`src/slru_pkg.sv`:
```
// Shared types and constants for the segmented LRU cache.
// Holds the slot scan record, the slot update command and their codes.
// No dependencies.
`default_nettype none
package slru_pkg;

	localparam int ENTRIES = 64;
	localparam int IDX_W = $clog2(ENTRIES);
	localparam int CNT_W = $clog2(ENTRIES + 1);
	localparam int KEY_W = 32;
	localparam int SIZE_W = 24;
	localparam int LVL_W = 2;
	localparam int REC_W = 16;
	localparam int BYTES_W = 33;
	localparam int SUM_W = BYTES_W + 2;
	localparam int CAP_W = 32;
	localparam int CTR_W = 32;
	localparam int EVC_W = 7;
	localparam int LEVELS = 3;

	localparam logic [LVL_W-1:0] LVL_TOP = 2'd0;
	localparam logic [LVL_W-1:0] LVL_MID = 2'd1;
	localparam logic [LVL_W-1:0] LVL_BOT = 2'd2;
	localparam logic [LVL_W-1:0] LVL_MISS = 2'd3;

	localparam logic [CAP_W-1:0] CAP_RESET = 32'd1048576;

	// Slot update operations broadcast along the row of cells.
	localparam logic [1:0] OP_MRU = 2'd0;
	localparam logic [1:0] OP_INVAL = 2'd1;
	localparam logic [1:0] OP_WRITE = 2'd2;

	typedef logic [IDX_W-1:0] idx_t;
	typedef logic [CNT_W-1:0] cnt_t;

	// Search record that travels one cell per cycle.
	typedef struct packed {
		logic vld;
		logic [KEY_W-1:0] key;
		logic [LVL_W-1:0] lvl;
		logic found;
		idx_t fidx;
		logic [LVL_W-1:0] flevel;
		logic [SIZE_W-1:0] fsize;
		logic free_ok;
		idx_t free_idx;
		cnt_t bcnt;
		logic lru_ok;
		idx_t lru_idx;
		logic [REC_W-1:0] lru_age;
		logic [SIZE_W-1:0] lru_size;
	} scan_t;

	// Update command for one slot.
	typedef struct packed {
		logic en;
		logic [1:0] op;
		idx_t idx;
		logic [KEY_W-1:0] key;
		logic [SIZE_W-1:0] size;
		logic [LVL_W-1:0] level;
		logic [REC_W-1:0] stamp;
	} upd_t;

endpackage
`default_nettype wire

```
`src/slru_cell.sv`:
```
// One cache slot of the row: holds the slot contents, folds the slot into the
// passing search record and applies broadcast updates. Uses slru_pkg.
`default_nettype none
module slru_cell (
	input wire logic clk,
	input wire logic arst_n,
	input wire slru_pkg::idx_t cell_idx,
	input wire logic [slru_pkg::REC_W-1:0] rclk,
	input wire slru_pkg::upd_t upd,
	input wire slru_pkg::scan_t rec_in,
	output slru_pkg::scan_t rec_out
);

	logic valid_q;
	logic [slru_pkg::KEY_W-1:0] key_q;
	logic [slru_pkg::SIZE_W-1:0] size_q;
	logic [slru_pkg::LVL_W-1:0] level_q;
	logic [slru_pkg::REC_W-1:0] stamp_q;
	logic vld_q;
	slru_pkg::scan_t rec_q;
	slru_pkg::scan_t rec_nx;
	logic [slru_pkg::REC_W-1:0] age;
	logic sel;

	assign sel = upd.en && (upd.idx == cell_idx);
	assign age = rclk - stamp_q;

	// Fold this slot into the search record.
	always_comb begin
		rec_nx = rec_in;
		if (valid_q && (key_q == rec_in.key) && !rec_in.found) begin
			rec_nx.found = 1'b1;
			rec_nx.fidx = cell_idx;
			rec_nx.flevel = level_q;
			rec_nx.fsize = size_q;
		end
		if (valid_q && (level_q == slru_pkg::LVL_BOT)) begin
			rec_nx.bcnt = rec_in.bcnt + slru_pkg::cnt_t'(1);
		end
		if (!valid_q && !rec_in.free_ok) begin
			rec_nx.free_ok = 1'b1;
			rec_nx.free_idx = cell_idx;
		end
		if (valid_q && (level_q == rec_in.lvl) && (!rec_in.lru_ok || age > rec_in.lru_age)) begin
			rec_nx.lru_ok = 1'b1;
			rec_nx.lru_idx = cell_idx;
			rec_nx.lru_age = age;
			rec_nx.lru_size = size_q;
		end
	end

	// Valid bit of the slot.
	always_ff @(posedge clk or negedge arst_n) begin
		if (!arst_n) begin
			valid_q <= 1'b0;
		end else if (sel) begin
			case (upd.op)
				slru_pkg::OP_INVAL: valid_q <= 1'b0;
				slru_pkg::OP_WRITE: valid_q <= 1'b1;
				default: valid_q <= valid_q;
			endcase
		end
	end

	// Slot contents.
	always_ff @(posedge clk) begin
		if (sel) begin
			case (upd.op)
				slru_pkg::OP_MRU: begin
					level_q <= upd.level;
					stamp_q <= upd.stamp;
				end
				slru_pkg::OP_WRITE: begin
					key_q <= upd.key;
					size_q <= upd.size;
					level_q <= upd.level;
					stamp_q <= upd.stamp;
				end
				default: begin
				end
			endcase
		end
	end

	// Record hand-off to the next cell: the valid flag is reset, the payload is not.
	always_ff @(posedge clk or negedge arst_n) begin
		if (!arst_n) begin
			vld_q <= 1'b0;
		end else begin
			vld_q <= rec_in.vld;
		end
	end

	always_ff @(posedge clk) begin
		rec_q <= rec_nx;
	end

	always_comb begin
		rec_out = rec_q;
		rec_out.vld = vld_q;
	end

endmodule
`default_nettype wire

```
`config.mk`:
```
export PLATFORM = sky130hd
export DESIGN_NAME = slru_cell
export DESIGN_NICKNAME = d
export VERILOG_FILES = /design/src/slru_pkg.sv /design/src/slru_cell.sv
export SDC_FILE = /design/constraint.sdc
export NUM_CORES = 1
export LEC_CHECK = 0
export BUFFER_PORTS_ARGS = -buffer_cell sky130_fd_sc_hd__buf_2
export CAP_MARGIN = 25
export CORE_UTILIZATION = 40
export DETAILED_ROUTE_END_ITERATION = 8
export PLACE_DENSITY_LB_ADDON = 0.12
export SLEW_MARGIN = 40
export SYNTH_ARGS = -nofsm -noshare
export SYNTH_HDL_FRONTEND = slang
export SYNTH_SLANG_ARGS = --single-unit
```
`constraint.sdc`:
```
create_clock -name clk -period 10.5 [get_ports clk]
set_clock_uncertainty 0.2 [all_clocks]
set_input_delay 2.1 -clock clk [delete_from_list [all_inputs] [get_ports clk]]
set_output_delay 2.1 -clock clk [all_outputs]
set_load 0.02 [all_outputs]
```
==> reports/results.ini <==
[placement]
place_ws_ns = 3.50
dp_hpwl_um = 15500
portBuffers = 364
gp_congestion = 0.790

[detailed_routing]
drtIter0Drc = 183
wire_per_inst_um = 16.6
dr.pass1.iters = 4
routed_wl_um = 20100
drt-vias-per-instance = 4.54
antenna_left = 0
drc = 0
vias = 5498

[global_route]
grt_pass1_vias = 5546
grt_max_degree = 57
grt_pass1_wl_um = 29700
grt_remaining_overflow = 0
grt_usage_pct = 19.4
antenna_found_initial = 4

[finish]
layout_commonest_cell = buf_2
final_cell_mix = buf_2 (364), dfxtp_1 (128), edfxtp_1 (74)
seqCellArea_sq_um = 4830
multi_input_area_sq_um = 2780
drive_above_1_share_pct = 52.3
area_growth_pct = 37.9
nFillCells = 1649
fin_nets = 1203

[clock_network]
cts-hold-fix-buffers = 0
cts.sinks = 204
clkLatencyLatePin_ns = 0.52
post_cts_resize_count = 0
cts_tree = yes
clk_pin_slew_ns = 0.06
postCtsSetupRepairBufs = 0
clockBufferDepth = 3
cts_made_buffers = 23
htreeDepth = 1
ctsRootBufferMaster = clkbuf_16

[yosys]
synthArstFlopShare_pct = 0.980
ys.flop_type = dfxtp_1
synth_edf_count = 74
synth_seq_area_share_pct = 61.8
syn_inst = 550
synth-seq-cells = 204
syn_area_sq_um = 7820
synth_warnings = 0
synth_fp_nets = 821
postSynthAreaPerCell_sq_um = 14.2
synth.distinct_cells = 46

[setup_path]
r2r_start = stamp_q[0]
crit_type = input port to register
cp-startpoint = rclk[0]
worstRegToRegCells = 15
cp-start-kind = input port
worstPathMaxFanout = 41
critPathArrivalTime_ns = 6.66
endpoint_kind = register
cp_data_required_time_ns = 10.70

[floorplanning]
fp.dieW_um = 142
core_sq_um = 19000
die_h_um = 142
placement_rows = 50
ios = 365
dieArea_sq_um = 20100
start_util_pct = 41.2

[timing]
max_freq_mhz = 155
hold_viol_final = 0
period_share_pct = 61.5
layout_setup_ws_ns = 4.04
worstMarginPinSlew_ns = 0.801
fin_crit_ns = 6.46
rsz0062_at_grt = false
final_max_slew_viol_count = 0
fin_setup_tns_ns = 0
hold-worst-slack_ns = 0.290
setup_violations = 0
relSlewSlack_pct = 46.6

[pwr]
leakage_nw = 5.07
powerDensity_nw_per_um2 = 179
ir_worst_vdd_mv = 0.151

[min_path]
hold_path_depth = 1
hp-class = register to register
min_from = size_q[19]

[run_status]
status = complete, no violations

[flow_run]
maxCapViolCount = 0

path summary, 6_finish.rpt:
kind                                to  slack, ns
max                        rec_out[45]       4.04
min                        rec_out[19]       0.29
max reg2reg                rec_out[45]       5.41
min reg2reg                rec_out[19]       0.29
max in group asynchronous        vld_q       8.80
min in group asynchronous      valid_q       1.18
metal layers:
metal,vias up,wire [um],GRT usage (%)
li1,2728,-,-
met1,2486,7790,21.3
met2,248,9810,34.3
met3,34,1980,7.36
met4,2,502,5.94
met5,-,12,0
power by group:
group,internal (mW),leakage [nW],switching [mW]
clock,0.544,0.422,0.329
sequential,0.847,1.77,0.00683
combinational,0.0969,2.88,0.106
cells by family after synthesis:
kind of cell,after synthesis,share of synthesized area (%)
AO/OA/AOI/OAI,53,4.79
buffers and inverters,49,2.78
XOR/XNOR,57,6.39
AND/OR/NAND/NOR,67,4.40
adder cells (fa/ha/maj),35,5.70
flip-flops,204,61.8
multiplexers,85,14.1
through the flow:
| step | total power [mW] | cells | cell area [sq um] | util (%) |
|---|---|---|---|---|
| floorplan | 0.982 | 550 | 7820 | - |
| global placement | 1.07 | 1167 | 9920 | 52.3 |
| detailed placement | 1.07 | 1167 | 9930 | 52.4 |
| CTS | 1.95 | 1209 | 10800 | 56.8 |
| global route | 2.00 | 1211 | 10800 | 56.9 |
| finish | 1.93 | 1212 | 10800 | 56.9 |
sequential cells by signal, summed over array words and instances (netlist names):
signal   cells
key_q       32
level_q      2
rec_out    128
size_q      24
stamp_q     16
valid_q      1
vld_q        1
critical path, stage by stage:
cell and delay [ns]:
buf_2 0.10, inv_1 0.05, ha_1 0.16, inv_1 0.05, fa_1 0.40, a21o_1 0.20, a221oi_2 0.39, o31ai_1 0.17
a2111oi_0 0.39, a211oi_1 0.13, ha_1 0.30, nand4_1 0.13, nor2_1 0.07, a2111o_1 0.39, o31ai_4 0.47, buf_4 0.72
mux2_2 0.41
Yosys cell counts, types with 2 or more instances:
cell type	number	share of area [%]
a31oi_1	6	0.48
mux2_2	45	6.5
inv_1	40	1.9
nand2_1	17	0.82
nor2_1	11	0.53
a41oi_1	2	0.22
dfrtp_1	2	0.64
nand4_1	12	0.96
o21a_1	8	0.77
a21o_1	5	0.48
nand3_1	9	0.58
a21oi_1	13	0.83
nor3_1	3	0.19
nor4_1	3	0.24
edfxtp_1	74	28
ha_1	34	5.4
o21ai_0	5	0.32
xor2_1	10	1.1
mux2_4	39	7.5
xnor2_1	47	5.3
nor2b_1	2	0.16
o31ai_1	4	0.38
buf_6	4	0.58
dfxtp_1	128	33
nand2b_1	3	0.24
clkbuf_1	4	0.19
final cells by class:
class / instances / area share [%]
Sequential cell: 204 / 44.8
Multi-Input combinational cell: 297 / 25.8
Timing Repair Buffer: 366 / 17.0
Clock buffer: 31 / 6.48
Tap cell: 260 / 3.02
Inverter: 40 / 1.39
Clock inverter: 11 / 1.38
Antenna cell: 3 / 0.0696
(Power assumes the default switching activity.)
